### src/design/fski_pkg.sv
`timescale 1ns / 1ps
// ----------------------------------------------------------------------------
// fski_pkg - shared types and constants
// Default table size, hash multiplier halves, result record.
// ----------------------------------------------------------------------------
package fski_pkg;

  localparam int DEF_CAPACITY = 4096;

  // 64-bit golden-ratio multiplier, split into 32-bit halves
  localparam logic [31:0] GOLD_LO = 32'h7F4A7C15;
  localparam logic [31:0] GOLD_HI = 32'h9E3779B9;

  localparam int KEY_W   = 64;
  localparam int IDX_W   = 12;
  localparam int COUNT_W = 13;

  // control bits carried with each queued item
  typedef struct packed {
    logic clr;     // clear command
    logic lookup;  // well-formed item carrying a cookie
  } item_ctl_t;

  typedef struct packed {
    logic               index_valid;
    logic [IDX_W-1:0]   key_index;
    logic               is_new_key;
    logic [COUNT_W-1:0] entry_count;
    logic               table_full;
  } result_t;

endpackage

### src/design/fski_front.sv
`timescale 1ns / 1ps
// ----------------------------------------------------------------------------
// fski_front - item intake and hash
// Takes one item, hashes the cookie to its home slot with a shared 32x32
// multiplier, reduces it modulo the table size and hands it to the queue.
// ----------------------------------------------------------------------------
module fski_front
  import fski_pkg::*;
#(
  parameter int CAPACITY = DEF_CAPACITY
) (
  input  logic                        clk,
  input  logic                        rst,
  input  logic                        go,
  input  logic                        cmd,
  input  logic                        is_malformed,
  input  logic                        has_client_cookie,
  input  logic [KEY_W-1:0]            client_cookie,
  output logic                        busy,
  input  logic                        q_full,
  output logic                        q_push,
  output logic [$clog2(CAPACITY)+KEY_W+1:0] q_data
);

  localparam int SW = $clog2(CAPACITY);
  localparam bit IS_POW2 = (CAPACITY & (CAPACITY - 1)) == 0;
  localparam logic [SW:0] CAP_R = (SW+1)'(CAPACITY);
  // remainder bits retired per cycle
  localparam int RDX = 4;

  localparam logic [2:0] F_IDLE = 3'd0;
  localparam logic [2:0] F_M0   = 3'd1;
  localparam logic [2:0] F_M1   = 3'd2;
  localparam logic [2:0] F_M2   = 3'd3;
  localparam logic [2:0] F_MIX  = 3'd4;
  localparam logic [2:0] F_RED  = 3'd5;
  localparam logic [2:0] F_PUSH = 3'd6;

  logic [2:0]       st;
  item_ctl_t        ctl;
  logic [KEY_W-1:0] key;
  logic [63:0]      lo;
  logic [31:0]      hi;
  logic [63:0]      h;
  logic [SW:0]      r;
  logic [5:0]       bitcnt;

  logic [31:0] mul_a, mul_b;
  logic [63:0] prod;
  logic [63:0] mixed_pre, mixed;
  logic [SW:0] r_shift, r_red;

  assign mul_a = (st == F_M1) ? key[63:32] : key[31:0];
  assign mul_b = (st == F_M2) ? GOLD_HI : GOLD_LO;
  assign prod  = mul_a * mul_b;

  assign mixed_pre = {hi + lo[63:32], lo[31:0]};
  assign mixed     = mixed_pre ^ (mixed_pre >> 29);

  // RDX remainder bits per cycle, each: r = (2r + bit) mod CAPACITY
  always_comb begin
    r_shift = '0;
    r_red   = r;
    for (int b = 0; b < RDX; b++) begin
      r_shift = {r_red[SW-1:0], h[63-b]};
      r_red   = (r_shift >= CAP_R) ? r_shift - CAP_R : r_shift;
    end
  end

  assign busy   = (st != F_IDLE);
  assign q_push = (st == F_PUSH) && !q_full;
  assign q_data = {ctl, key, r[SW-1:0]};

  always_ff @(posedge clk) begin
    if (rst) begin
      st <= F_IDLE;
    end else begin
      case (st)
        F_IDLE: begin
          if (go) begin
            ctl.clr    <= cmd;
            ctl.lookup <= !cmd && !is_malformed && has_client_cookie;
            key        <= client_cookie;
            st <= (!cmd && !is_malformed && has_client_cookie) ? F_M0 : F_PUSH;
          end
        end
        F_M0: begin
          lo <= prod;
          st <= F_M1;
        end
        F_M1: begin
          hi <= prod[31:0];
          st <= F_M2;
        end
        F_M2: begin
          hi <= hi + prod[31:0];
          st <= F_MIX;
        end
        F_MIX: begin
          h      <= mixed;
          bitcnt <= '0;
          if (IS_POW2) begin
            r  <= {1'b0, mixed[SW-1:0]};
            st <= F_PUSH;
          end else begin
            r  <= '0;
            st <= F_RED;
          end
        end
        F_RED: begin
          r      <= r_red;
          h      <= h << RDX;
          bitcnt <= bitcnt + 6'd1;
          if (bitcnt == 6'd15) begin
            st <= F_PUSH;
          end
        end
        F_PUSH: begin
          if (!q_full) begin
            st <= F_IDLE;
          end
        end
        default: st <= F_IDLE;
      endcase
    end
  end

endmodule

### config.mk
export PLATFORM = sky130hd
export DESIGN_NAME = fski_front
export DESIGN_NICKNAME = d
export VERILOG_FILES = /design/src/design/fski_pkg.sv /design/src/design/fski_front.sv
export SDC_FILE = /design/constraint.sdc
export NUM_CORES = 2
export LEC_CHECK = 0
export BUFFER_PORTS_ARGS = -buffer_cell sky130_fd_sc_hd__buf_4
export CORE_MARGIN = 2
export CORE_UTILIZATION = 50
export CTS_CLUSTER_DIAMETER = 60
export DETAILED_ROUTE_END_ITERATION = 16
export PLACE_DENSITY = 0.67
export SYNTH_ARGS = -nofsm -noshare
export SYNTH_HDL_FRONTEND = slang
export SYNTH_SLANG_ARGS = --single-unit
### constraint.sdc
create_clock -name clk -period 11.8 [get_ports clk]
set_clock_uncertainty 0.1 [all_clocks]
set_input_delay 1.18 -clock clk [delete_from_list [all_inputs] [get_ports clk]]
set_output_delay 1.18 -clock clk [all_outputs]
set_load 0.1 [all_outputs]
Word level (Yosys, flattened, before mapping). Cells that the tools add are included.

Register bits after elaboration: 247. Output and inout port bits: 80.

$add $sub $neg: 7. $mul: 1. Magnitude comparators: 4. Eq/ne operators: 10. Multiplexer cells: 15. Bitwise gates (word level): 2. Reductions and logical operators: 15.

Operator list (number): 64-bit one-hot mux with 2 select lines (1); 32-bit adder (2); 32-bit by 32-bit multiplier with 64-bit output (1); 32-bit 2-to-1 mux (2); 32-bit one-hot mux with 2 select lines (1); 64-bit by 35-bit XOR with 64-bit output (1); 13-bit >= comparator, second input constant (4); 12-bit 2-to-1 mux (4); 12-bit by 1-bit subtractor with 12-bit output, second input constant (4); 12-bit one-hot mux with 2 select lines (1); 3-bit one-hot mux with 7 select lines (1); 3-bit 2-to-1 mux (4); 6-bit one-hot mux with 2 select lines (1); 3-bit equality test, second input constant (3); 6-bit by 1-bit adder with 6-bit output, second input constant (1); 3-bit by 2-bit equality test with 1-bit output, second input constant (2); 6-bit by 4-bit equality test with 1-bit output, second input constant (1); 2-bit != test, second input constant (3); 2-bit AND reduction (3); 3-bit AND reduction (2); 2-bit nonzero test (2); 3-bit by 1-bit equality test with 1-bit output, second input constant (1); 1-bit logical AND (3); 1-bit logical NOT (3); 3 further kinds (3).

Depth between registers and ports, before layout.
Depth after elaboration: 9. Mapped depth: 42.

Worst setup path before layout. OpenSTA, ideal clock, no wires.

Kind: register -> register. Start point: register st[1]. End point: register hi[31] (data pin). Arrival: 9174 ps. Required time: 11438 ps. Slack: 2265 ps. Cell stages (with the launch flop): 36. Clock period less this slack: 9535 ps. Cells stage by stage: dfxtp_1 nor3b_4 clkbuf_1 clkbuf_1 mux2i_1 inv_1 nand2_1 fa_1 inv_1 ha_1 fa_1 inv_1 fa_1 inv_1 fa_1 fa_1 fa_1 inv_1 fa_1 inv_1 ha_1 nand3_1 o31ai_1 a21boi_0 xnor2_1 ha_1 a21o_1 o21bai_1 nand2_1 nand2_1 a21o_1 a21oi_1 nor2b_1 a311oi_1 mux2i_1 xnor2_1.

Cells in the longest elaborated chain, start to end: 5.

Ends and longest elaborated chain: start: declaration (RTL line fski_front.sv:39) `logic [2:0] st;`; start signal: assignment (RTL line fski_front.sv:84) `st <= (!cmd && !is_malformed && has_client_cookie) ? F_M0 : F_PUSH;`; 3-bit by 2-bit equality test with 1-bit output, on equally long branches (RTL line fski_front.sv:53, fski_front.sv:54); 32-bit 2-to-1 mux, on equally long branches (RTL line fski_front.sv:53, fski_front.sv:54); 32-bit by 32-bit multiplier with 64-bit output * (RTL line fski_front.sv:55) `assign prod = mul_a * mul_b;`; via prod[26] (RTL line fski_front.sv:49) `logic [63:0] prod;`; 32-bit adder * (RTL line fski_front.sv:96) `hi <= hi + prod[31:0];`; 32-bit one-hot mux with 2 select lines * (RTL line fski_front.sv:78) `case (st)`; end signal: assignment (RTL line fski_front.sv:92) `hi <= prod[31:0];`; end signal: assignment (RTL line fski_front.sv:96); end: declaration (RTL line fski_front.sv:43) `logic [31:0] hi;`.

The timed path passes the listed nets; every way through them passes the cells marked *. A chain may end at the register's enable or synchronous reset.

Final worst setup path. Same ends and word-level chain as after synthesis.

==> results.json <==
{
  "status": "completed",
  "synth_top_cell_area_share_pct": 32.7,
  "cts-root-buf": "clkbuf_16",
  "vias": 25584,
  "post_cts_resized": 0,
  "antenna_found_initial": 1,
  "num_rows": 99,
  "min_path_type": "reg2reg",
  "cts_hold_buf": 0,
  "cts_sinks": 247,
  "fin_area_um2": 40200,
  "maxCapViolations": 0,
  "cpPeakStageDelay_ns": 0.62,
  "synthCells": 3570,
  "crit_arrival_ns": 11.20,
  "grt_pass1_vias": 26716,
  "period_minus_slack_ns": 10.94,
  "reg2reg_slack_ns": 0.86,
  "worstMarginPinSlew_ns": 0.988,
  "die_area_um2": 76400,
  "grt.overflow.total": 0,
  "timing.setup.tns_ns": 0,
  "dp_cells": 4601,
  "synth-seq-cells": 247,
  "core_area_um2": 73200,
  "max-slew-margin-rel_pct": 34.1,
  "synth-seq-area-share_pct": 19.9,
  "fin_hold_ws_ns": 0.411,
  "syn_area_um2": 37100,
  "syn_avg_cell_area_um2": 10.4,
  "drt_iter0_markers": 1902,
  "grt_pass1_wl_um": 157000,
  "clock_latency_ns": 0.63,
  "final_nets": 4882,
  "synth.largest_area_cell": "fa_1",
  "fillers": 6528,
  "die-width_um": 276,
  "hold_viol_final": 0,
  "post_drt_wl_per_cell_um": 21.9,
  "ant_nets": 0,
  "synth_cell_types": 73,
  "clk_path_buf_depth": 3,
  "rsz0062_at_grt": "no",
  "clk_transition_reported_paths_ns": 0.06,
  "routed_via_density": 5.50,
  "cts_setup_buffers": 0,
  "diodes": 0,
  "synth_edf_count": 244,
  "crit_type": "reg2reg",
  "start_util_pct": 50.7,
  "ioPinCount": 151,
  "drt_wl_total_um": 102000,
  "htree_levels": 1,
  "track_usage_pct": 27.0,
  "dp_hpwl_um": 88400,
  "dr.pass1.iters": 5,
  "end_kind": "flop",
  "synth_area_leaders": "fa_1, edfxtp_1, ha_1",
  "die_h_um": 276,
  "setup_viol": 0,
  "area_delta_synth_final_pct": 8.39,
  "worst_path_most_repeated_cell": "inv_1",
  "cp_slowest_cell": "dfxtp_1",
  "layout-drive-gt1-share_pct": 6.85,
  "finalCritPeriodShare_pct": 92.7,
  "portBuffers": 150,
  "synthFlopType": "edfxtp_1",
  "stdcell_count": 4655,
  "dpl_cell_area_um2": 39200,
  "required_ns": 12.06,
  "cp_max_fo": 31,
  "yosys_warnings": 0,
  "remaining_drc_errors": 0,
  "synth_most_common_cell": "inv_1",
  "cts_tree": "done",
  "synth-async-reset-ratio_pct": 0,
  "cts-buffers-inserted": 30,
  "grt_max_degree": 85,
  "cp-start-kind": "flop",
  "drv_slew": 0,
  "netlist_top_cells_count": "inv_1, fa_1, ha_1",
  "fmax_ghz": 0.0914,
  "gp_congestion": 1.01
}
[final timing paths]
| path | from | to | cells past startpoint |
|---|---|---|---|
| max | st[1] | hi[31] | 37 |
| max reg2reg | st[1] | hi[31] | 37 |
| min | h[50] | h[54] | 2 |
| min reg2reg | h[50] | h[54] | 2 |
[flip-flops by register name (all words and copies together), names as in the netlist]
register  flops
bitcnt        6
h            64
hi           32
key          64
lo           64
q_data        2
r            12
st            3
[stage by stage]
step | setup WS [ns] | utilization (%)
after floorplan | 2.26 | -
after global placement | 0.901 | 53.6
after detailed placement | 0.820 | 53.6
after CTS | 0.761 | 54.9
after global routing | 0.122 | 54.9
final | 0.860 | 54.9
[placed cells by master, fill, tap and decap left out, types with 13 or more instances in the layout]
master / n
xor2_1: 49
ha_1: 531
nand4_1: 19
and3_1: 22
a21o_1: 90
xnor2_1: 120
o21ai_1: 17
nor2_1: 136
fa_1: 606
o21ai_0: 106
inv_1: 768
clkbuf_16: 30
nor2b_1: 17
nand2_1: 310
a21oi_1: 143
edfxtp_1: 244
o21a_1: 13
a31oi_1: 15
buf_4: 165
conb_1: 33
nand2b_1: 15
mux2_2: 23
nor3_1: 17
nand3_1: 25
o21bai_1: 25
[critical path, delay by kind of cell, from the launching register on]
family | cells | cell delay (ns)
DFF | 1 | 0.62
AOI/OAI and AO/OA | 9 | 2.21
buffers and inverters | 7 | 1.22
and+or+nand+nor | 7 | 1.26
xor gates and xnor gates | 2 | 0.43
muxes | 2 | 0.84
adders and majority gates | 10 | 3.94
[final cells by class]
type	count	area, um2	area share [%]
Clock buffer	33	762	1.89
Clock inverter	21	238	0.591
Inverter	772	2900	7.21
Multi-Input combinational cell	2458	26500	65.9
Sequential cell	247	7390	18.4
Tap cell	959	1200	2.98
Timing Repair Buffer	165	1240	3.08
[metal layers]
metal  track usage [%]  vias to the layer above  routed length, um  part of all wire, %
met2              44.1                      929              47700                   47
li1                  -                    11628                  -                    -
met4              10.5                        2               4830                  4.7
met3              4.44                      213               7270                  7.1
met1              36.3                    12812              42100                   41
met5                 0                        -                 13                0.013
[kinds of logic (layout without fill, tap and decap cells)]
group                      after synthesis  after routing  share of synthesized area [%]
AOI/OAI and AO/OA                      476            476                           8.05
other                                    2             33                         0.0202
DFF                                    247            247                           19.9
muxes                                   37             37                           1.11
buffers and inverters                  896            991                           9.09
xor gates and xnor gates               170            170                           4.05
adders and majority gates             1137           1137                           50.6
and+or+nand+nor                        605            605                           7.17
Power is not shown: default switching activity piles up to over one toggle a cycle in this logic, so the estimate is an artifact.
