==> src/design/fski_queue.sv <==
`timescale 1ns / 1ps
// ----------------------------------------------------------------------------
// fski_queue - two-entry decoupling queue
// Sits between the hash front and the probe engine.
// ----------------------------------------------------------------------------
module fski_queue #(
  parameter int WIDTH = 8
) (
  input  logic             clk,
  input  logic             rst,
  input  logic             wr,
  input  logic [WIDTH-1:0] wdata,
  output logic             full,
  input  logic             rd,
  output logic [WIDTH-1:0] rdata,
  output logic             empty
);

  logic [WIDTH-1:0] slots [2];
  logic             wptr, rptr;
  logic [1:0]       cnt;

  assign full  = (cnt == 2'd2);
  assign empty = (cnt == 2'd0);
  assign rdata = slots[rptr];

  always_ff @(posedge clk) begin
    if (wr && !full) begin
      slots[wptr] <= wdata;
    end
  end

  always_ff @(posedge clk) begin
    if (rst) begin
      wptr <= 1'b0;
      rptr <= 1'b0;
      cnt  <= 2'd0;
    end else begin
      if (wr && !full) begin
        wptr <= !wptr;
      end
      if (rd && !empty) begin
        rptr <= !rptr;
      end
      cnt <= cnt + 2'((wr && !full) ? 1 : 0) - 2'((rd && !empty) ? 1 : 0);
    end
  end

endmodule

==> config.mk <==
export PLATFORM = sky130hd
export DESIGN_NAME = fski_queue
export DESIGN_NICKNAME = d
export VERILOG_FILES = /design/src/design/fski_queue.sv
export SDC_FILE = /design/constraint.sdc
export NUM_CORES = 1
export LEC_CHECK = 0
export BUFFER_PORTS_ARGS = -buffer_cell sky130_fd_sc_hd__buf_2
export CAP_MARGIN = 10
export CORE_ASPECT_RATIO = 0.6
export CORE_UTILIZATION = 30
export CTS_CLUSTER_DIAMETER = 150
export DETAILED_ROUTE_END_ITERATION = 12
export GPL_TIMING_DRIVEN = 0
export RECOVER_POWER = 50
export SETUP_SLACK_MARGIN = 0.3
export SLEW_MARGIN = 20
export SYNTH_ARGS = -nofsm -noshare
export SYNTH_HDL_FRONTEND = slang
export SYNTH_SLANG_ARGS = --single-unit
==> constraint.sdc <==
create_clock -name clk -period 3.8 [get_ports clk]
set_input_delay 0.38 -clock clk [delete_from_list [all_inputs] [get_ports clk]]
set_output_delay 0.38 -clock clk [all_outputs]
set_load 0.01 [all_outputs]
# Word-level counts from Yosys, hierarchy flattened
# Memory sizes are Yosys's and may differ from the RTL's. A register that Yosys moved wholly into a read port is not among the register bits.
# Cells that the tools add are included.
[totals]
memories = 1
elab_cells = 20
input_bits = 12
regBits = 4
ram_bits = 16
[memory_table]
columns = ["memory", "depth", "word_bits", "read_ports", "rd_ports_with_merged_regs", "write_ports", "line", "source"]
rows = [
  ["slots", 2, 8, 1, 1, 1, "19", "logic [WIDTH-1:0] slots [2];"],
]
[op_classes]
muxes = 6
n_eq_ne = 1
n_addsub = 2
reduce_logical = 7
[op_table]
columns = ["operator", "count"]
rows = [
  ["1-bit 2-to-1 mux", 6],
  ["1-bit logical NOT", 4],
  ["2-bit by 1-bit adder with 2-bit output", 1],
  ["2-bit == test, second input constant", 1],
  ["1-bit logical AND", 2],
  ["2-bit logical NOT", 1],
  ["2-bit by 1-bit subtractor with 2-bit output", 1],
]

# Depth between registers and ports, before layout
# Gate-level depths: netlist of the first run.
[logic_depth]
ltp_word = 6
ltp_mapped = 8
mapped_depth_nobuf = 8

# Worst setup path before layout of the first run
# Ideal clock, no wire load.
[synth_path]
path_kind = "register to register"
from = "reg cnt[1]"
to = "reg cnt[1]"
stages_incl_launch_ff = 8
required_ns = 3.722
slack_ns = 2.322
arrival_ns = 1.400
period_less_slack_ns = 1.478
setup_time_ns = 0.078
cell_sequence = "dfxtp_1 o21a_2 ha_1 inv_1 ha_1 xor2_1 and2_1 nor3_1"
[synth_via]
elab_chain_len = 6
[synth_lines]
columns = ["item", "line", "source"]
rows = [
  ["start: declaration", "21", "logic [1:0] cnt;"],
  ["start signal: assignment", "45", "cnt <= cnt + 2'((wr && !full) ? 1 : 0) - 2'((rd && !empty) ? 1 : 0);"],
  ["2-bit == test", "23", "assign full = (cnt == 2'd2);"],
  ["1-bit logical NOT", "45", ""],
  ["1-bit logical AND", "45", ""],
  ["1-bit 2-to-1 mux", "45", ""],
  ["2-bit by 1-bit adder with 2-bit output", "45", ""],
  ["2-bit by 1-bit subtractor with 2-bit output (*)", "45", ""],
]
# Mark *: on every way between the ends. The rest lies on a longest branch, timed or not.
# A chain may end at the register's enable or synchronous reset.

==> results of run 1 <==
-- worst max path at each step --
stage / to / startpoint / slack [ps] / cells past startpoint
final: rdata[1] / flop / 2140 / 3
after global routing: rdata[1] / flop / 2060 / 3
after CTS: rdata[1] / flop / 2130 / 3
after detailed placement: cnt[1] / rd / 2220 / 8
after global placement: cnt[1] / rd / 2240 / 8
after floorplan: cnt[1] / cnt[1] / 2320 / 7
-- power breakdown --
part	leakage (nW)	total [mW]	internal, mW	switching [mW]
combinational	0.191	0.199	0.0941	0.105
clock	0.0228	0.143	0.0746	0.0679
sequential	0.191	0.316	0.297	0.0190
total	0.404	0.657	0.466	0.192
-- area by class of cell --
class	instances	area, um^2
Fill cell	245	1550
Inverter	4	15.0
Sequential cell	21	581
Timing Repair Buffer	21	98.8
Tap cell	32	40.0
Multi-Input combinational cell	26	209
Clock buffer	4	45.0
Buffer	1	5.00
-- kinds of logic (layout without fill, tap and decap cells) --
| kind of cell | Yosys count | after routing | synth area share, % |
|---|---|---|---|
| flops | 21 | 21 | 71.6 |
| simple gates | 11 | 11 | 7.25 |
| mux | 8 | 8 | 11.1 |
| buf+inv | 5 | 30 | 2.47 |
| compound gates | 3 | 3 | 2.31 |
| fa+ha+maj | 2 | 2 | 3.09 |
| xor+xnor | 2 | 2 | 2.16 |
-- critical path: cells and delay by family, from the launching register on --
family                 cells  cell delay, ps
multiplexers               1             360
buffers and inverters      2             360
flip-flops                 1             300
-- state kept, by name, indices dropped and copies added, names as in the netlist, named ones only --
| signal | count |
|---|---|
| slots | 16 |
| cnt | 2 |
| rptr | 1 |
| wptr | 1 |
-- per-layer routing --
| layer | part of all wire (%) | track usage (%) | wire length, um | vias up |
|---|---|---|---|---|
| met5 | 0 | 0 | 0 | - |
| met4 | 0 | 2.45 | 0 | 0 |
| met3 | 7.0 | 6.01 | 93 | 0 |
| met2 | 47 | 17.3 | 624 | 17 |
| met1 | 46 | 12.7 | 604 | 215 |
| li1 | - | - | - | 232 |
-- cell usage after synthesis, drive strengths merged --
library cell and number:
a21oi 1, and2 1, and3 1, buf 1
dfxtp 5, edfxtp 16, ha 2, inv 4
mux2 8, nand2 1, nand2b 1, nor2 4
nor2b 1, nor3 1, o21a 1, o21ai 1
or3 1, xnor2 1, xor2 1
==> flow_summary.toml, run 1 <==
[clock_tree]
clk_path_buf_depth = 2
clockRootBuffer = "clkbuf_8"
numClockSinks = 21
postCtsResizedCells = 0
clkTransAtPathRegs_ps = 70
postCtsSetupBuffers = 0
cts_tree = "yes"
ctsHtreeMaxLevel = 1
clk_latency_ps = 260
numCtsBuffers = 3
holdBufCountCts = 0

[route]
ant_nets = 0
wl_mm = 1.32
drt_pass1_iterations = 4
drt_iter0_drc = 42
vias = 464
routed_via_density = 4.26
wl_per_cell_um = 12.1
drc = 0

[layout]
diodes = 0
area_growth_pct = 22.5
design_area_um2 = 993
mostFrequentLayoutCell = "buf_2"
final_cell_mix = "17 x buf_2, 16 x edfxtp_1, 6 x clkbuf_1, 5 x mux2_1, 5 x dfxtp_1"
finalNetCount = 92
layout-drive-gt1-share_pct = 32.5
final_util_pct = 39.1
instances_no_fill = 109

[placed_design]
place_ws_ps = 2220
place_hpwl_um = 951
placed_area_um2 = 956
dp.cells = 105
portBuffers = 21
gp_congestion = 0.653

[critical_path]
max_stage_delay_ps = 360
start_kind = "flop"
r2r_end = "cnt[1]"
required_ps = 3420
cp_slowest_cell = "mux2_2"
r2r_slack_ps = 2240
worstSetupPathType = "reg -> out"
arrival_ps = 1280
cp-end-kind = "output port"
cpMostUsedCell = "buf_2"
cp_cell_sequence = "buf_2, mux2_2, buf_2"
worstReg2RegStart = "cnt[1]"
r2r_cells = 7
cp_max_fo = 8

[synth]
ys_top_cells_by_area = "edfxtp_1 59%, dfxtp_1 12%, mux2_1 6.9%"
syn_area_um2 = 811
syn_inst = 52
synth_top_area_share_pct = 59.3
yosysTopAreaCell = "edfxtp_1"
postSynthAreaPerCell_um2 = 15.6
synth_warnings = 0
yosysSeqAreaShare_pct = 71.6
synth_cell_types = 21
synth-seq-cells = 21
syn_nets = 66

[global_routing]
grt-ovfl-total = 0
grt_antenna_before_repair = 0
grt_usage_pct = 10.8
first_global_vias = 490
grt_max_degree = 12
grt_pass1_wl_mm = 2.28

[sta]
fin_tns_setup_ps = 0
period_needed_ps = 1660
rsz0062_at_grt = "false"
clock.fmax_ghz = 0.604
maxSlewViolCount = 0
fin_ws_ps = 2140
fin_crit_sh_pct = 43.6
worst_clock_skew_ps = 2.02
maxSlewHeadroom_pct = 75.0
timing.hold.ws_ps = 310
hold_viol = 0
finalSetupViolCount = 0
worst_pin_slew_ps = 376

[floorplanning]
initial_utilization_pct = 31.9
io_pins = 22
die-area_um2 = 2920
rows = 14
die_x_um = 69.1
die_h_um = 42.3
core_um2 = 2540

[power]
p_leak_nw = 0.404
powerDensity_nw_per_um2 = 662
finalPower_uw = 657
ir_worst_vdd_v = 0.000330

[worst_hold_path]
worstHoldStart = "wdata[0]"
min_to = "slots[1][0]"
hold_depth = 1
hold_path_class = "in -> reg"

[outcome]
status = "complete, no violations"

[flow_run]
drv_cap = 0
Power figures use the tool's default switching activity.
==> run 2, diff against run 1 <==
Settings changed: ABC_AREA set to 1.
Clock period 3.8 ns to 1.4 ns, I/O delays scaled along.
==> flow_summary.toml, run 2 <==
[critical_path]
r2r_slack_ps = 20
r2r_end = "cnt[1]"
worstReg2RegStart = "cnt[0]"
arrival_ps = 1530
cp-end-kind = "flop"
start_kind = "flop"
required_ps = 1560
r2r_cells = 9
cp_max_fo = 3
worstSetupPathType = "reg -> reg"

[layout]
regMostFlops = "slots"
nFillCells = 225
finalNetCount = 115
final_cell_mix = "16 x edfxtp_1, 10 x buf_6, 9 x buf_2, 9 x buf_4, 8 x mux2_4"
largest_register_ffs = 16
area_growth_pct = 52.2
instances_no_fill = 132
design_area_um2 = 1320
mostFrequentLayoutCell = "edfxtp_1"
diodes = 0
top_regs = "slots (16), cnt (2)"
layout-drive-gt1-share_pct = 64.0

[power]
ir_worst_vdd_v = 0.000893
p_leak_nw = 0.554
powerDensity_nw_per_um2 = 1920

[synth]
syn_area_um2 = 868
synth_cell_types = 11
synth_most_common_cell = "edfxtp_1"
ys_top_cells_by_area = "edfxtp_1 55%, mux2_4 14%, dfxtp_1 12%"
synth_edf_count = 16
synth_warnings = 0
async_reset_ff_share_pct = 0
syn_nets = 78
ys.flop_type = "edfxtp_1"
syn_inst = 64
synth-seq-cells = 21
yosysSeqAreaShare_pct = 66.9
yosysTopAreaCell = "edfxtp_1"
postSynthAreaPerCell_um2 = 13.6
synth_top_area_share_pct = 55.3
synth_common_cells = "16 x edfxtp_1, 10 x inv_1, 8 x mux2_4, 8 x nand2_1, 7 x nor2_1"

[outcome]
status = "complete, no violations"

[floorplanning]
die_x_um = 71.5
initial_utilization_pct = 33.0
die_h_um = 43.7
die-area_um2 = 3120
io_pins = 22
core_um2 = 2630
rows = 14

[route]
drc = 0
wl_per_cell_um = 13.3
wl_mm = 1.75
drt_pass1_iterations = 4
routed_via_density = 4.35
drt_iter0_drc = 20
vias = 574
ant_nets = 0

[sta]
period_needed_ps = 1380
hold_viol = 0
maxSlewHeadroom_pct = 83.8
fin_crit_sh_pct = 98.5
finalSetupViolCount = 0
worst_clock_skew_ps = 5.80
worst_pin_slew_ps = 243
maxSlewViolCount = 0
clock.fmax_ghz = 0.725
rsz0062_at_grt = "true"

[worst_hold_path]
hold_path_class = "in -> reg"
min_to = "cnt[0]"
worstHoldStart = "rst"
hold_depth = 2

[placed_design]
place_hpwl_mm = 1.07
dp.cells = 117
placed_area_um2 = 1030
portBuffers = 21
gp_congestion = 0.681

[clock_tree]
clkTransAtPathRegs_ps = 80
holdBufCountCts = 0
clk_latency_ps = 260
clk_path_buf_depth = 2
ctsHtreeMaxLevel = 1
clockRootBuffer = "clkbuf_8"
numClockSinks = 21
numCtsBuffers = 3
cts_tree = "yes"

[global_routing]
grt_usage_pct = 12.7
grt-ovfl-total = 0
grt_max_degree = 12
first_global_vias = 569
grt_antenna_before_repair = 0
grt_pass1_wl_mm = 2.68

[flow_run]
drv_cap = 0
## run 2: final cells by class
| class | count | area (um^2) | share of cell area, % |
|---|---|---|---|
| repair buffers | 32 | 256 | 19.4 |
| plain buffers | 1 | 15.0 | 1.14 |
| flip-flops and latches | 21 | 589 | 44.6 |
| multi-input cells | 32 | 328 | 24.8 |
| inverters | 10 | 47.5 | 3.60 |
| well taps | 32 | 40.0 | 3.03 |
| clock buffers | 4 | 45.0 | 3.41 |
## run 2: worst max-delay path by stage
stage	endpoint	depth (start not counted)	startpoint
after floorplan	cnt[1]	10	cnt[0]
after global placement	cnt[1]	10	cnt[0]
after detailed placement	cnt[1]	11	cnt[0]
after CTS	cnt[1]	11	cnt[0]
after global routing	cnt[1]	9	cnt[0]
final	cnt[1]	9	cnt[0]
## run 2: report_power, final
group	internal, mW	total (mW)	switching (mW)
registers	0.822	0.916	0.0938
clock network	0.202	0.388	0.185
logic	0.705	1.23	0.529
## run 2: worst max-delay path, stage by stage, from the launching register on
cell and delay, ps:
dfxtp_4 370, nor2_4 130, nor2_4 50, ha_4 250, inv_2 40, ha_4 150, nand2_2 90, nand3_2 90
nand2_2 60, nor2_1 40
## run 2: layer usage
layer / global-route usage (%) / vias to the layer above / share of wire, % / wire length, um
met4: 2.35 / 0 / 0 / 0
met2: 24.0 / 18 / 53 / 925
met3: 4.88 / 0 / 4.7 / 83
met1: 13.9 / 270 / 42 / 743
li1: - / 286 / - / -
met5: 0 / - / 0 / 0
## run 2: cell families after synthesis
group / after synthesis / share of synthesized area [%]
buffers and inverters: 11 / 5.62
adder cells (fa/ha/maj): 2 / 2.88
multiplexers: 8 / 13.8
AO/OA/AOI/OAI: 2 / 1.15
flip-flops: 21 / 66.9
AND/OR/NAND/NOR: 20 / 9.65
## run 2: timing repair
item,4_1_cts,5_1_grt
pin swaps,9,8
buffers inserted,6,5
setup endpoints to repair,27,28
gates resized for setup,28,11
## run 2: through the flow
step / TNS (ps) / hold slack [ps] / setup slack [ps] / util (%) / power (mW)
floorplan: 0 / 204 / 50.5 / - / 1.37
global placement: -24.0 / 304 / -24.0 / 39.2 / 1.54
detailed placement: -52.9 / 306 / -52.9 / 39.2 / 1.56
CTS: 0 / 27.3 / 30.1 / 47.7 / 2.35
global route: -64.4 / 26.7 / -64.4 / 50.3 / 2.70
finish: 0 / 36.0 / 21.2 / 50.3 / 2.54
==> run 3, diff against run 2 <==
Clock period 1.4 ns to 1.5 ns, I/O delays scaled along.
==> flow_summary.toml, run 3 (same netlist as run 2, synthesis figures left out) <==
[outcome]
status = "complete, no violations"

[sta]
worst_clock_skew_ps = 6.00
finalSetupViolCount = 0
hold_viol = 0
rsz0062_at_grt = "true"
fin_crit_sh_pct = 91.7
worst_pin_slew_ps = 468
clock.fmax_ghz = 0.727
period_needed_ps = 1370
maxSlewHeadroom_pct = 68.8
maxSlewViolCount = 0
fin_tns_setup_ps = 0

[layout]
final_cell_mix = "16 x edfxtp_1, 11 x buf_6, 9 x buf_2, 8 x mux2_4, 7 x buf_4"
instances_no_fill = 130
area_growth_pct = 48.0
final_util_pct = 48.9
finalNetCount = 113
diodes = 0
mostFrequentLayoutCell = "edfxtp_1"
top_regs = "slots (16), cnt (2)"
regMostFlops = "slots"
largest_register_ffs = 16
layout-drive-gt1-share_pct = 59.2

[route]
routed_via_density = 4.39
drc = 0
dr_wl_met2_um = 838
wl_per_cell_um = 13.1
wl_mm = 1.71
ant_nets = 0
met3_length_um = 102
vias = 571
drt_iter0_drc = 20
highest_layer = "met4"
wl_met1_um = 746
drt_pass1_iterations = 4

[clock_tree]
numClockSinks = 21
clk_latency_ps = 260
numCtsBuffers = 3
cts_tree = "yes"
holdBufCountCts = 0
clkTransAtPathRegs_ps = 80
clockRootBuffer = "clkbuf_8"
clk_path_buf_depth = 2
ctsHtreeMaxLevel = 1

[placed_design]
dp.cells = 117
portBuffers = 21
gp_congestion = 0.681
place_hpwl_mm = 1.07

[critical_path]
required_ps = 1660
arrival_ps = 1530
cp-end-kind = "flop"
start_kind = "flop"
cp_max_fo = 3
worstSetupPathType = "reg -> reg"

[power]
powerDensity_nw_per_um2 = 1800
p_leak_nw = 0.545
ir_worst_vdd_v = 0.000794

[floorplanning]
core_um2 = 2630
die-area_um2 = 3120
initial_utilization_pct = 33.0
die_h_um = 43.7
rows = 14
io_pins = 22
die_x_um = 71.5

[flow_run]
drv_cap = 0

[global_routing]
grt_antenna_before_repair = 0
grt_pass1_wl_mm = 2.55
first_global_vias = 535
grt_max_degree = 12
grt-ovfl-total = 0
grt_usage_pct = 12.0

[worst_hold_path]
hold_path_class = "in -> reg"
==> run 3: power breakdown <==
| part | internal (mW) | total (mW) | switching [mW] |
|---|---|---|---|
| clock | 0.189 | 0.362 | 0.173 |
| combinational | 0.612 | 1.09 | 0.482 |
| sequential | 0.768 | 0.851 | 0.0837 |
==> run 3: layout make-up <==
cell class	count	area, um^2
clock buffers	4	45.0
inverters	10	40.0
plain buffers	1	15.0
fillers	234	1340
flip-flops and latches	21	589
repair buffers	30	233
multi-input cells	32	323
well taps	32	40.0
==> run 3: final timing paths <==
kind | slack [ps] | cells after the start | end | startpoint
max | 130 | 10 | cnt[1] | cnt[0]
min | 50 | 2 | cnt[0] | rst
min reg2reg | 560 | 2 | rptr | rptr
max reg2reg | 130 | 10 | cnt[1] | cnt[0]
==> run 3: critical path: stages (launching register included) <==
cell,delay [ps]
dfxtp_4,390
inv_4,40
nand2_4,70
nand2_4,60
ha_4,260
inv_2,40
ha_4,150
nand2_2,90
nand3_2,80
nand2_1,70
nor2_1,40
==> run 3: per-layer routing <==
layer / global-route usage [%] / vias to the layer above
li1: - / 282
met1: 13.5 / 268
met2: 21.5 / 19
met3: 5.35 / 2
met4: 2.35 / 0
met5: 0 / -
==> run 3: what timing repair did <==
| action | 4_1_cts | 5_1_grt |
|---|---|---|
| endpoints found under the setup margin | 26 | 27 |
| pin swaps | 7 | 9 |
| resized for setup | 26 | 11 |
| setup buffers | 4 | 5 |
==> run 3: stage by stage <==
step / setup slack [ps] / hold slack [ps] / cell area (um^2) / total power [mW]
5_1_grt: 45.1 / 39.2 / 1280 / 2.45
2_1_floorplan: 151 / 214 / 885 / 1.27
4_1_cts: 125 / 41.8 / 1220 / 2.13
3_3_place_gp: 76.0 / 314 / 1030 / 1.44
6_report: 125 / 48.5 / 1280 / 2.31
3_5_place_dp: 47.1 / 316 / 1030 / 1.46
